**config.mk**
```make
export PLATFORM = sky130hd
export DESIGN_NAME = banker_resource_allocator_core
export DESIGN_NICKNAME = d
export VERILOG_FILES = /design/src/rtl/core/bra_pkg.sv /design/src/rtl/core/banker_resource_allocator_core.sv
export VERILOG_INCLUDE_DIRS = /design/src /design/src/rtl/core
export SDC_FILE = /design/constraint.sdc
export NUM_CORES = 2
export LEC_CHECK = 0
export BUFFER_PORTS_ARGS = -buffer_cell sky130_fd_sc_hd__buf_4
export CAP_MARGIN = 20
export CORE_UTILIZATION = 40
export DETAILED_ROUTE_END_ITERATION = 12
export HOLD_SLACK_MARGIN = 0.08
export SKIP_LAST_GASP = 1
export SYNTH_ARGS = -nofsm -noshare
export SYNTH_HDL_FRONTEND = slang
export SYNTH_SLANG_ARGS = --single-unit
```
**constraint.sdc**
```tcl
create_clock -name clk_i -period 21.3 [get_ports clk_i]
set_clock_uncertainty 0.2 [all_clocks]
set_input_delay 1.065 -clock clk_i [delete_from_list [all_inputs] [get_ports clk_i]]
set_output_delay 1.065 -clock clk_i [all_outputs]
set_load 0.03 [all_outputs]
```
**src/rtl/core/banker_resource_allocator_core_macros.svh**
```systemverilog
// Assertion macros for the banker resource allocator core.
// Used by banker_resource_allocator_core.sv; expects clk_i and rst_ni in scope.
`ifndef BANKER_RESOURCE_ALLOCATOR_CORE_MACROS_SVH
`define BANKER_RESOURCE_ALLOCATOR_CORE_MACROS_SVH

// same-cycle implication, idle during reset
`define BRA_ASSERT_IMP(label, ante, cons) \
  label: assert property (@(posedge clk_i) disable iff (!rst_ni) (ante) |-> (cons)) \
    else $error("banker allocator check failed");

// next-cycle implication, idle during reset
`define BRA_ASSERT_NXT(label, ante, cons) \
  label: assert property (@(posedge clk_i) disable iff (!rst_ni) (ante) |=> (cons)) \
    else $error("banker allocator check failed");

`endif

```
**src/rtl/core/bra_pkg.sv**
```systemverilog
// Package for the banker resource allocator: command and status codes, defaults.
// No dependencies.
`default_nettype none

package bra_pkg;

  localparam int unsigned DEF_PROCESSES   = 16;
  localparam int unsigned DEF_RESOURCES   = 4;
  localparam int unsigned DEF_AMOUNT_BITS = 8;

  localparam int unsigned FIELD_COUNT      = 4;  // amount ports on the request
  localparam int unsigned AMOUNT_PORT_BITS = 8;
  localparam int unsigned PCOUNT_BITS      = 5;
  localparam int unsigned RCOUNT_BITS      = 3;

  localparam logic [PCOUNT_BITS-1:0] PCOUNT_RESET = 5'd4;
  localparam logic [RCOUNT_BITS-1:0] RCOUNT_RESET = 3'd4;

  // register indexes
  localparam logic REG_PROCESS_COUNT  = 1'b0;
  localparam logic REG_RESOURCE_COUNT = 1'b1;

  typedef enum logic [2:0] {
    CMD_LOAD_ALLOC = 3'd0,
    CMD_LOAD_NEED  = 3'd1,
    CMD_LOAD_AVAIL = 3'd2,
    CMD_REQUEST    = 3'd3,
    CMD_RELEASE    = 3'd4,
    CMD_UNDO       = 3'd5,
    CMD_SAFETY     = 3'd6
  } cmd_e;

  localparam logic [3:0] STS_OK           = 4'd0;
  localparam logic [3:0] STS_BAD_PROCESS  = 4'd1;
  localparam logic [3:0] STS_EXCEEDS_NEED = 4'd2;
  localparam logic [3:0] STS_INSUFFICIENT = 4'd3;
  localparam logic [3:0] STS_OVER_ALLOC   = 4'd4;
  localparam logic [3:0] STS_NOT_DONE     = 4'd5;
  localparam logic [3:0] STS_ALL_RELEASED = 4'd6;
  localparam logic [3:0] STS_NO_UNDO      = 4'd7;
  localparam logic [3:0] STS_SAFE         = 4'd8;
  localparam logic [3:0] STS_UNSAFE       = 4'd9;

  typedef enum logic [4:0] {
    ST_IDLE = 5'b00001,
    ST_EX   = 5'b00010,
    ST_SRD  = 5'b00100,
    ST_SEV  = 5'b01000,
    ST_EMIT = 5'b10000
  } state_e;

endpackage

`default_nettype wire

```
**src/rtl/core/banker_resource_allocator_core.sv**
```systemverilog
// Banker resource allocator. Load, request, release and undo: row read at the accepting
// edge, execute/write back in the execute state, which waits while the result slot is
// busy; the next request is accepted only after execute returns to idle.
// Safety check: each pass reads and then evaluates each process row in turn (memory read
// + evaluate), up to process_count+1 passes, then one result per cycle while the result slot is free.
// Reset (async, active low) clears control, config and per-row valid bits; unwritten rows
// read as zero, so no clearing pass is needed.
`default_nettype none
`include "banker_resource_allocator_core_macros.svh"

module banker_resource_allocator_core
  import bra_pkg::*;
#(
  parameter int unsigned PROCESSES   = DEF_PROCESSES,
  parameter int unsigned RESOURCES   = DEF_RESOURCES,
  parameter int unsigned AMOUNT_BITS = DEF_AMOUNT_BITS
) (
  input  wire logic                        clk_i,
  input  wire logic                        rst_ni,
  // request channel
  input  wire logic                        in_valid_i,
  output      logic                        in_ready_o,
  input  wire logic [2:0]                  command_i,
  input  wire logic [3:0]                  process_id_i,
  input  wire logic [AMOUNT_PORT_BITS-1:0] amount_0_i,
  input  wire logic [AMOUNT_PORT_BITS-1:0] amount_1_i,
  input  wire logic [AMOUNT_PORT_BITS-1:0] amount_2_i,
  input  wire logic [AMOUNT_PORT_BITS-1:0] amount_3_i,
  // result channel
  output      logic                        out_valid_o,
  input  wire logic                        out_ready_i,
  output      logic [3:0]                  status_o,
  output      logic [3:0]                  sequence_process_o,
  output      logic                        sequence_valid_o,
  output      logic                        last_o,
  // config port
  input  wire logic                        psel,
  input  wire logic                        penable,
  input  wire logic                        pwrite,
  input  wire logic [2:0]                  paddr,
  input  wire logic [31:0]                 pwdata,
  output      logic [31:0]                 prdata,
  output      logic                        pready
);

  localparam int unsigned PW = (PROCESSES > 1) ? $clog2(PROCESSES) : 1;
  localparam int unsigned CW = $clog2(PROCESSES + 1);
  localparam int unsigned AB = AMOUNT_BITS;
  localparam int unsigned RW = RESOURCES * AMOUNT_BITS;

  typedef logic [AB-1:0] amt_t;

  function automatic amt_t sat_add(amt_t a, amt_t b);
    logic [AB:0] s;
    s = {1'b0, a} + {1'b0, b};
    return s[AB] ? '1 : s[AB-1:0];
  endfunction

  function automatic amt_t sat_sub(amt_t a, amt_t b);
    return (a > b) ? amt_t'(a - b) : '0;
  endfunction

  // ---------------------------------------------------------------------------
  // Config registers (APB, zero wait states)
  // ---------------------------------------------------------------------------
  logic [PCOUNT_BITS-1:0] pcnt_q;
  logic [RCOUNT_BITS-1:0] rcnt_q;
  logic                   cfg_we;

  assign pready = 1'b1;
  assign cfg_we = psel & penable & pwrite;

  always_ff @(posedge clk_i or negedge rst_ni) begin
    if (!rst_ni) begin
      pcnt_q <= PCOUNT_RESET;
      rcnt_q <= RCOUNT_RESET;
    end else if (cfg_we) begin
      if (paddr[2] == REG_PROCESS_COUNT) begin
        pcnt_q <= pwdata[PCOUNT_BITS-1:0];
      end else begin
        rcnt_q <= pwdata[RCOUNT_BITS-1:0];
      end
    end
  end

  always_comb begin
    prdata = '0;
    if (paddr[2] == REG_PROCESS_COUNT) begin
      prdata[PCOUNT_BITS-1:0] = pcnt_q;
    end else begin
      prdata[RCOUNT_BITS-1:0] = rcnt_q;
    end
  end

  // counts clamped to the built size; masks of the rows and lanes in use
  logic [PCOUNT_BITS-1:0] np;
  logic [RCOUNT_BITS-1:0] nr;
  logic [PROCESSES-1:0]   proc_use;
  logic [RESOURCES-1:0]   res_use;

  always_comb begin
    np = (pcnt_q > PCOUNT_BITS'(PROCESSES)) ? PCOUNT_BITS'(PROCESSES) : pcnt_q;
    nr = (rcnt_q > RCOUNT_BITS'(RESOURCES)) ? RCOUNT_BITS'(RESOURCES) : rcnt_q;
    for (int p = 0; p < PROCESSES; p++) proc_use[p] = PCOUNT_BITS'(p) < np;
    for (int r = 0; r < RESOURCES; r++) res_use[r] = RCOUNT_BITS'(r) < nr;
  end

  // ---------------------------------------------------------------------------
  // Control state
  // ---------------------------------------------------------------------------
  state_e               state_q;
  logic [2:0]           cmd_q;
  logic [3:0]           pid_q;
  logic                 pid_ok_q;
  amt_t                 amt_q [RESOURCES];
  amt_t                 avail_q [RESOURCES];
  logic [PROCESSES-1:0] fin_q;
  amt_t                 lga_q [RESOURCES];     // last grant amounts
  logic [PW-1:0]        lgp_q;                 // last grant process
  logic                 undo_q;
  // safety scan
  amt_t                 work_q [RESOURCES];
  logic [PROCESSES-1:0] trial_q;
  logic [CW-1:0]        count_q;
  logic [CW-1:0]        emit_idx_q;
  logic [PW-1:0]        scan_p_q;
  logic                 progress_q;
  logic [PW-1:0]        seq_q [PROCESSES];
  // result register
  logic                 out_valid_q;
  logic [3:0]           status_q;
  logic [3:0]           seqp_q;
  logic                 seqv_q;
  logic                 last_q;

  logic [AMOUNT_PORT_BITS-1:0] amt_in [FIELD_COUNT];
  assign amt_in[0] = amount_0_i;
  assign amt_in[1] = amount_1_i;
  assign amt_in[2] = amount_2_i;
  assign amt_in[3] = amount_3_i;

  logic in_acc, out_free;
  assign in_ready_o = (state_q == ST_IDLE);
  assign in_acc     = in_valid_i & in_ready_o;
  assign out_free   = ~out_valid_q | out_ready_i;

  logic [PW-1:0] pid_idx;
  assign pid_idx = PW'(pid_q);

  // ---------------------------------------------------------------------------
  // Row memories: need and allocation, one row per process, registered read.
  // Per-row valid bits give the all-zero reset without a clearing pass.
  // ---------------------------------------------------------------------------
  logic [RW-1:0]        need_mem  [PROCESSES];
  logic [RW-1:0]        alloc_mem [PROCESSES];
  logic [RW-1:0]        rd_need_q, rd_alloc_q;
  logic                 rd_vld_q;
  logic [PROCESSES-1:0] row_vld_q;
  logic [PW-1:0]        rd_addr, wr_addr;
  logic                 mem_we;
  logic [RW-1:0]        need_wd, alloc_wd;

  // execute keeps its row on the read port while the result slot is busy
  always_comb begin
    rd_addr = scan_p_q;
    if (state_q == ST_IDLE) begin
      rd_addr = (command_i == CMD_UNDO) ? lgp_q : PW'(process_id_i);
    end else if (state_q == ST_EX) begin
      rd_addr = wr_addr;
    end
  end

  assign wr_addr = (cmd_q == CMD_UNDO) ? lgp_q : pid_idx;

  always_ff @(posedge clk_i) begin
    if (mem_we) begin
      need_mem[wr_addr]  <= need_wd;
      alloc_mem[wr_addr] <= alloc_wd;
    end
    rd_need_q  <= need_mem[rd_addr];
    rd_alloc_q <= alloc_mem[rd_addr];
  end

  always_ff @(posedge clk_i or negedge rst_ni) begin
    if (!rst_ni) begin
      row_vld_q <= '0;
      rd_vld_q  <= 1'b0;
    end else begin
      if (mem_we) row_vld_q[wr_addr] <= 1'b1;
      rd_vld_q <= (32'(rd_addr) < PROCESSES) ? row_vld_q[rd_addr] : 1'b0;
    end
  end

  amt_t need_row [RESOURCES];
  amt_t alloc_row [RESOURCES];
  always_comb begin
    for (int r = 0; r < RESOURCES; r++) begin
      need_row[r]  = rd_vld_q ? rd_need_q[r*AB +: AB]  : '0;
      alloc_row[r] = rd_vld_q ? rd_alloc_q[r*AB +: AB] : '0;
    end
  end

  // ---------------------------------------------------------------------------
  // Execute step for the single-result commands
  // ---------------------------------------------------------------------------
  logic                 exceeds, insuff, over_alloc, need_nz, all_done;
  logic [PROCESSES-1:0] fin_after;
  logic [3:0]           ex_status;
  logic                 ex_grant, ex_undo_clr, ex_fin_set;
  amt_t                 need_n [RESOURCES];
  amt_t                 alloc_n [RESOURCES];
  amt_t                 avail_n [RESOURCES];

  always_comb begin
    exceeds    = 1'b0;
    insuff     = 1'b0;
    over_alloc = 1'b0;
    need_nz    = 1'b0;
    for (int r = 0; r < RESOURCES; r++) begin
      if (res_use[r]) begin
        exceeds    = exceeds    | (amt_q[r] > need_row[r]);
        insuff     = insuff     | (amt_q[r] > avail_q[r]);
        over_alloc = over_alloc | (amt_q[r] > alloc_row[r]);
        need_nz    = need_nz    | (need_row[r] != '0);
      end
    end
    fin_after = fin_q | (PROCESSES'(1) << pid_idx);
    all_done  = &(fin_after | ~proc_use);
  end

  always_comb begin
    ex_status   = STS_OK;
    mem_we      = 1'b0;
    ex_grant    = 1'b0;
    ex_undo_clr = 1'b0;
    ex_fin_set  = 1'b0;
    for (int r = 0; r < RESOURCES; r++) begin
      need_n[r]  = need_row[r];
      alloc_n[r] = alloc_row[r];
      avail_n[r] = avail_q[r];
    end
    case (cmd_q)
      CMD_LOAD_ALLOC, CMD_LOAD_NEED: begin
        if (!pid_ok_q) begin
          ex_status = STS_BAD_PROCESS;
        end else begin
          mem_we      = 1'b1;
          ex_undo_clr = 1'b1;
          for (int r = 0; r < RESOURCES; r++) begin
            if (res_use[r]) begin
              if (cmd_q == CMD_LOAD_ALLOC) alloc_n[r] = amt_q[r];
              else need_n[r] = amt_q[r];
            end
          end
        end
      end
      CMD_LOAD_AVAIL: begin
        ex_undo_clr = 1'b1;
        for (int r = 0; r < RESOURCES; r++) begin
          if (res_use[r]) avail_n[r] = amt_q[r];
        end
      end
      CMD_REQUEST: begin
        if (!pid_ok_q || fin_q[pid_idx]) begin
          ex_status = STS_BAD_PROCESS;
        end else if (exceeds) begin
          ex_status = STS_EXCEEDS_NEED;
        end else if (insuff) begin
          ex_status = STS_INSUFFICIENT;
        end else begin
          mem_we   = 1'b1;
          ex_grant = 1'b1;
          for (int r = 0; r < RESOURCES; r++) begin
            if (res_use[r]) begin
              alloc_n[r] = sat_add(alloc_row[r], amt_q[r]);
              need_n[r]  = sat_sub(need_row[r], amt_q[r]);
              avail_n[r] = sat_sub(avail_q[r], amt_q[r]);
            end
          end
        end
      end
      CMD_RELEASE: begin
        if (!pid_ok_q) begin
          ex_status = STS_BAD_PROCESS;
        end else if (over_alloc) begin
          ex_status = STS_OVER_ALLOC;
        end else if (need_nz) begin
          ex_status = STS_NOT_DONE;
        end else begin
          mem_we      = 1'b1;
          ex_undo_clr = 1'b1;
          ex_fin_set  = 1'b1;
          ex_status   = all_done ? STS_ALL_RELEASED : STS_OK;
          for (int r = 0; r < RESOURCES; r++) begin
            if (res_use[r]) begin
              avail_n[r] = sat_add(avail_q[r], amt_q[r]);
              alloc_n[r] = '0;
            end
          end
        end
      end
      CMD_UNDO: begin
        if (!undo_q) begin
          ex_status = STS_NO_UNDO;
        end else begin
          mem_we      = 1'b1;
          ex_undo_clr = 1'b1;
          for (int r = 0; r < RESOURCES; r++) begin
            if (res_use[r]) begin
              alloc_n[r] = sat_sub(alloc_row[r], lga_q[r]);
              need_n[r]  = sat_add(need_row[r], lga_q[r]);
              avail_n[r] = sat_add(avail_q[r], lga_q[r]);
            end
          end
        end
      end
      default: ;
    endcase
    // only the execute step writes, and only when the result slot is free
    mem_we = mem_we & (state_q == ST_EX) & out_free;
  end

  always_comb begin
    for (int r = 0; r < RESOURCES; r++) begin
      need_wd[r*AB +: AB]  = need_n[r];
      alloc_wd[r*AB +: AB] = alloc_n[r];
    end
  end

  // ---------------------------------------------------------------------------
  // Safety scan: each row is read, then evaluated; passes repeat while any row is granted
  // ---------------------------------------------------------------------------
  logic fits, fit_now, scan_last, all_trial, emit_final;
  amt_t work_n [RESOURCES];

  always_comb begin
    fits = 1'b1;
    for (int r = 0; r < RESOURCES; r++) begin
      if (res_use[r] && (need_row[r] > work_q[r])) fits = 1'b0;
      work_n[r] = res_use[r] ? sat_add(work_q[r], alloc_row[r]) : work_q[r];
    end
    fit_now    = ~trial_q[scan_p_q] & fits;
    scan_last  = (scan_p_q == PW'(np - PCOUNT_BITS'(1)));
    all_trial  = &(trial_q | ~proc_use);
    emit_final = ~all_trial | (count_q == '0) | (emit_idx_q == CW'(count_q - CW'(1)));
  end

  // ---------------------------------------------------------------------------
  // Sequencer
  // ---------------------------------------------------------------------------
  always_ff @(posedge clk_i or negedge rst_ni) begin
    if (!rst_ni) begin
      state_q    <= ST_IDLE;
      fin_q      <= '0;
      undo_q     <= 1'b0;
      lgp_q      <= '0;
      trial_q    <= '0;
      count_q    <= '0;
      emit_idx_q <= '0;
      scan_p_q   <= '0;
      progress_q <= 1'b0;
      cmd_q      <= '0;
      pid_q      <= '0;
      pid_ok_q   <= 1'b0;
      for (int r = 0; r < RESOURCES; r++) begin
        amt_q[r]   <= '0;
        avail_q[r] <= '0;
        lga_q[r]   <= '0;
        work_q[r]  <= '0;
      end
    end else begin
      case (state_q)
        ST_IDLE: begin
          if (in_acc) begin
            cmd_q    <= command_i;
            pid_q    <= process_id_i;
            pid_ok_q <= PCOUNT_BITS'(process_id_i) < np;
            for (int r = 0; r < RESOURCES; r++) amt_q[r] <= AB'(amt_in[r]);
            if (command_i == CMD_SAFETY) begin
              for (int r = 0; r < RESOURCES; r++) work_q[r] <= avail_q[r];
              trial_q    <= fin_q;
              count_q    <= '0;
              emit_idx_q <= '0;
              scan_p_q   <= '0;
              progress_q <= 1'b0;
              state_q    <= (np == '0) ? ST_EMIT : ST_SRD;
            end else if ((command_i == CMD_LOAD_ALLOC) || (command_i == CMD_LOAD_NEED) ||
                         (command_i == CMD_LOAD_AVAIL) || (command_i == CMD_REQUEST) ||
                         (command_i == CMD_RELEASE) || (command_i == CMD_UNDO)) begin
              state_q <= ST_EX;
            end
          end
        end
        ST_EX: begin
          if (out_free) begin
            for (int r = 0; r < RESOURCES; r++) avail_q[r] <= avail_n[r];
            if (ex_fin_set) fin_q <= fin_after;
            if (ex_undo_clr) undo_q <= 1'b0;
            if (ex_grant) begin
              undo_q <= 1'b1;
              lgp_q  <= pid_idx;
              for (int r = 0; r < RESOURCES; r++) lga_q[r] <= res_use[r] ? amt_q[r] : '0;
            end
            state_q <= ST_IDLE;
          end
        end
        ST_SRD: begin
          state_q <= ST_SEV;
        end
        ST_SEV: begin
          if (fit_now) begin
            trial_q[scan_p_q] <= 1'b1;
            count_q <= CW'(count_q + CW'(1));
            for (int r = 0; r < RESOURCES; r++) work_q[r] <= work_n[r];
          end
          if (scan_last) begin
            if (progress_q || fit_now) begin
              scan_p_q   <= '0;
              progress_q <= 1'b0;
              state_q    <= ST_SRD;
            end else begin
              state_q <= ST_EMIT;
            end
          end else begin
            scan_p_q   <= PW'(scan_p_q + PW'(1));
            progress_q <= progress_q | fit_now;
            state_q    <= ST_SRD;
          end
        end
        ST_EMIT: begin
          if (out_free) begin
            emit_idx_q <= CW'(emit_idx_q + CW'(1));
            if (emit_final) state_q <= ST_IDLE;
          end
        end
        default: state_q <= ST_IDLE;
      endcase
    end
  end

  // sequence buffer, written in grant order during the scan
  always_ff @(posedge clk_i) begin
    if ((state_q == ST_SEV) && fit_now) seq_q[count_q[PW-1:0]] <= scan_p_q;
  end

  // ---------------------------------------------------------------------------
  // Result register: decouples the sequencer from result backpressure
  // ---------------------------------------------------------------------------
  logic produce;
  assign produce = out_free & ((state_q == ST_EX) | (state_q == ST_EMIT));

  always_ff @(posedge clk_i or negedge rst_ni) begin
    if (!rst_ni) begin
      out_valid_q <= 1'b0;
    end else if (produce) begin
      out_valid_q <= 1'b1;
    end else if (out_ready_i) begin
      out_valid_q <= 1'b0;
    end
  end

  always_ff @(posedge clk_i) begin
    if (produce) begin
      if (state_q == ST_EX) begin
        status_q <= ex_status;
        seqp_q   <= '0;
        seqv_q   <= 1'b0;
        last_q   <= 1'b1;
      end else if (!all_trial) begin
        status_q <= STS_UNSAFE;
        seqp_q   <= '0;
        seqv_q   <= 1'b0;
        last_q   <= 1'b1;
      end else if (count_q == '0) begin
        status_q <= STS_SAFE;
        seqp_q   <= '0;
        seqv_q   <= 1'b0;
        last_q   <= 1'b1;
      end else begin
        status_q <= STS_SAFE;
        seqp_q   <= 4'(seq_q[emit_idx_q[PW-1:0]]);
        seqv_q   <= 1'b1;
        last_q   <= emit_final;
      end
    end
  end

  assign out_valid_o        = out_valid_q;
  assign status_o           = status_q;
  assign sequence_process_o = seqp_q;
  assign sequence_valid_o   = seqv_q;
  assign last_o             = last_q;

  // ---------------------------------------------------------------------------
  // Assertions
  // ---------------------------------------------------------------------------
  `BRA_ASSERT_IMP(a_scan_row_in_use, state_q == ST_SEV, PCOUNT_BITS'(scan_p_q) < np)
  `BRA_ASSERT_IMP(a_count_bounded, state_q == ST_EMIT, PCOUNT_BITS'(count_q) <= np)
  `BRA_ASSERT_NXT(a_grant_arms_undo, (state_q == ST_EX) && out_free && ex_grant, undo_q)
  `BRA_ASSERT_NXT(a_unsafe_single, (state_q == ST_EMIT) && out_free && !all_trial,
                  out_valid_o && last_o && (status_o == STS_UNSAFE) && (state_q == ST_IDLE))

endmodule

`default_nettype wire
```
==> impl_metrics.yaml <==
yosys:
  synth_top_cell_area_share_pct: 47.3
  netlist_area_um2: 69600
  synth.area.top_cells: "edfxtp_1, mux4_2, dfrtp_1"
  synth_seq_cells: 1381
  synth-seq-area-share_pct: 57.1
  synthArstFlopShare_pct: 15.9
  yosys_warnings: 0
  avgSynthCellArea_um2: 13.4
  synth_top_flop_cell: "edfxtp_1"
  synthDistinctLibCells: 86
  synth_cells: 5201
  synth_enable_flop_cells: 1098
  synth_area_leader_cell: "edfxtp_1"
sta:
  fmax_mhz: 155
  tns_ns: 0
  fin_crit_ns: 6.45
  layout_worst_path_cycle_share_pct: 30.3
  timing.final.setup_violations: 0
  slew_headroom_pct: 25.8
  worstMarginPinSlew_ns: 1.10
  unrepaired_setup_endpoints_after_global_routing: "false"
  timing_hold_violations_final: 0
  timing_max_transition_violations_final: 0
clocking:
  cts_max_level: 4
  cts_tree: "yes"
  clk_latency_ns: 0.82
  cts.sink_count: 1381
  cts_post_setup_buffers_inserted: 0
  cts_root_buf: "clkbuf_16"
  cts-root-to-sink-buffers: 3
  cts.clk_slew.worst_paths_ns: 0.06
  cts_buffer_count: 143
  postCtsResizedCells: 0
drt:
  finalWirelength_um: 198000
  drt-vias-per-instance: 5.94
  detailedRoute.firstPassIterationCount: 6
  route.detailed.drc: 0
  wl_per_cell_um: 25.6
  detail_route.iter0.violations: 3996
  ant_nets: 0
  dr_total_vias: 46072
worst_hold_path:
  hold_path.startpoint: "row_vld_q[14]$_DFFE_PN0P_"
  worst_hold_path_type: "reg -> reg"
critical_path:
  critical_path_peak_fanout: 52
  cell_seen_most_often_among_critical_path_stages: "buf_4"
  critPathKind: "reg -> reg"
  worstSetupStartpointType: "register"
  worst_setup_path_end_kind: "register"
  r2r-start: "rd_vld_q$_DFF_PN0_"
  critical_path.slowest_cell: "buf_4"
  critPathLaunch: "rd_vld_q$_DFF_PN0_"
  crit_buf_inv: 4
  path_delay_family: "simple AND/OR/NAND/NOR gates"
  crit_chain: "buf_4 > nand2_1 > ha_1 > nor2b_1 > o211ai_1 > a21oi_1 > o21ai_0 > and4_1 > nand3_1 > nor4b_2 > buf_4 > nor4_2 > buf_4 > buf_4"
  critPathArrivalTime_ns: 6.67
  required_ns: 21.52
  worst_path_largest_cell_delay_ns: 0.84
final_layout:
  nets: 5771
  syn_to_final_growth_pct: 12.5
  antennaDiodeCount: 0
  layout_commonest_cell: "edfxtp_1"
  postLayoutCoreUtil_pct: 45.5
  layout.cells.most_common_list: "edfxtp_1, ha_1, nand2_1, inv_1, mux4_2"
  post_route_cells_drive_above_1_share_pct: 16.5
flow_run:
  timing.max_cap.violations: 0
grt:
  first_pass_grt_wire_length_um: 295000
  grt_util_met1_pct: 31.3
  largest_net_degree_at_the_start_of_global_routing: 144
  antenna_found_initial: 1
  grt_pass1_vias: 45127
  gr-max-usage-layer: "met2"
  track_usage_pct: 22.5
  use_met3_pct: 3.25
  gr-total-overflow: 0
  met2_layer_usage_reported_by_global_route_pct: 35.9
floorplan:
  die_height_um: 419
  chipWidth_um: 419
  design.core.area_um2: 172000
  floorplan.initialDensity_pct: 40.4
  num_io_pins: 126
  fp-row-count: 152
  die-area_um2: 176000
placed_design:
  gpl.final_weighted_congestion: 0.931
  io_buffer_count: 68
  dp_hpwl_um: 128000
power:
  p_per_area_nw_per_um2: 139
  vdd.ir_drop.worst_uv: 161
  power_leakage_nw: 29.4
run_status:
  outcome: "completed"
==> cells in the mapped netlist (29+ instances only) <==
library cell and instances:
edfxtp_1 1098, nand2b_1 45, nand4_1 61, clkbuf_1 169
o21ai_0 263, o211ai_1 50, buf_1 31, o21bai_1 34
buf_2 37, nand2_1 335, mux2_2 88, nor2b_1 55
and2_1 30, ha_1 336, o22ai_1 67, nor2_1 261
xor2_1 53, a31oi_1 32, dfxtp_1 64, inv_1 290
buf_4 29, mux2i_1 44, fa_1 32, o21a_1 36
mux4_2 290, nand3_1 93, nor3_1 82, a32oi_1 29
a22oi_1 151, o221ai_1 29, a21o_1 54, xnor2_1 72
a21oi_1 224, dfrtp_1 216
==> through the flow <==
stage / setup WS (ns) / cells / instance area, um^2 / total power, W / hold slack (ns)
finish: 14.85 / 7750 / 78300 / 0.0109 / 0.259
global route: 14.65 / 7750 / 78300 / 0.0114 / 0.238
CTS: 14.99 / 7733 / 78200 / 0.0109 / 0.224
detailed placement: 15.03 / 7469 / 73200 / 0.00828 / 0.243
global placement: 15.02 / 7461 / 73100 / 0.00821 / 0.245
floorplan: 10.70 / 5227 / 69700 / 0.00679 / 0.223
==> sequential cells by signal (all words and copies together), names as in the netlist, 32 cells and up <==
register / flops
need_mem: 512
amt_q: 32
lga_q: 32
alloc_mem: 512
seq_q: 64
rd_alloc_q: 32
avail_q: 32
rd_need_q: 32
work_q: 32
==> worst reg2reg max path, stage by stage, from the launching register on <==
cell and delay (ns):
dfrtp_2 0.60, buf_4 0.43, nand2_1 0.35, ha_1 0.40
nor2b_1 0.15, o211ai_1 0.17, a21oi_1 0.10, o21ai_0 0.71
and4_1 0.50, nand3_1 0.33, nor4b_2 0.27, buf_4 0.19
nor4_2 0.37, buf_4 0.37, buf_4 0.85
==> cell type report <==
class / instances / area, um^2
fillers: 15371 / 94000
flip-flops and latches: 1381 / 39700
multi-input cells: 3288 / 27900
clock buffers: 201 / 4060
well taps: 2310 / 2890
repair buffers: 216 / 1710
inverters: 292 / 1100
clock inverters: 62 / 872
==> path summary, 6_finish.rpt <==
path | to | slack [ns] | cells past startpoint
max in group asynchronous | amt_q[24]$_DFFE_PN0P_ | 18.79 | 3
worst min register to register | row_vld_q[14]$_DFFE_PN0P_ | 0.26 | 1
worst min-delay path | row_vld_q[14]$_DFFE_PN0P_ | 0.26 | 1
worst max register to register | alloc_mem[14][1]$_DFFE_PP_ | 14.85 | 14
worst max-delay path | alloc_mem[14][1]$_DFFE_PP_ | 14.85 | 14
min in group asynchronous | count_q[3]$_DFFE_PN0P_ | 0.69 | 2
==> power by group <==
group / switching (W) / leakage [nW] / internal (W)
logic: 0.00281 / 13.3 / 0.00185
registers: 0.000348 / 13.7 / 0.00326
clock network: 0.00109 / 2.40 / 0.00151
==> cells by family after synthesis <==
logic type	count (synthesis)	share of synthesized area [%]
flops	1381	57.1
compound gates	1247	12.1
simple gates	1095	7.58
buf+inv	558	3.23
mux	422	11.4
fa+ha+maj	371	7.00
xor+xnor	125	1.57
other cells	2	0.0108
==> routing by layer <==
layer	up-vias	part of all wire [%]
li1	20456	-
met1	23554	44
met2	1732	46
met5	-	0
met3	330	6.5
met4	0	3.7
==> what timing repair did <==
item | in CTS | in global routing
endpoints found under the hold margin | 32 | 0
endpoints found under the setup margin | 0 | 0
hold buffers | 1 | 0
Power figures use the tool's default switching activity.
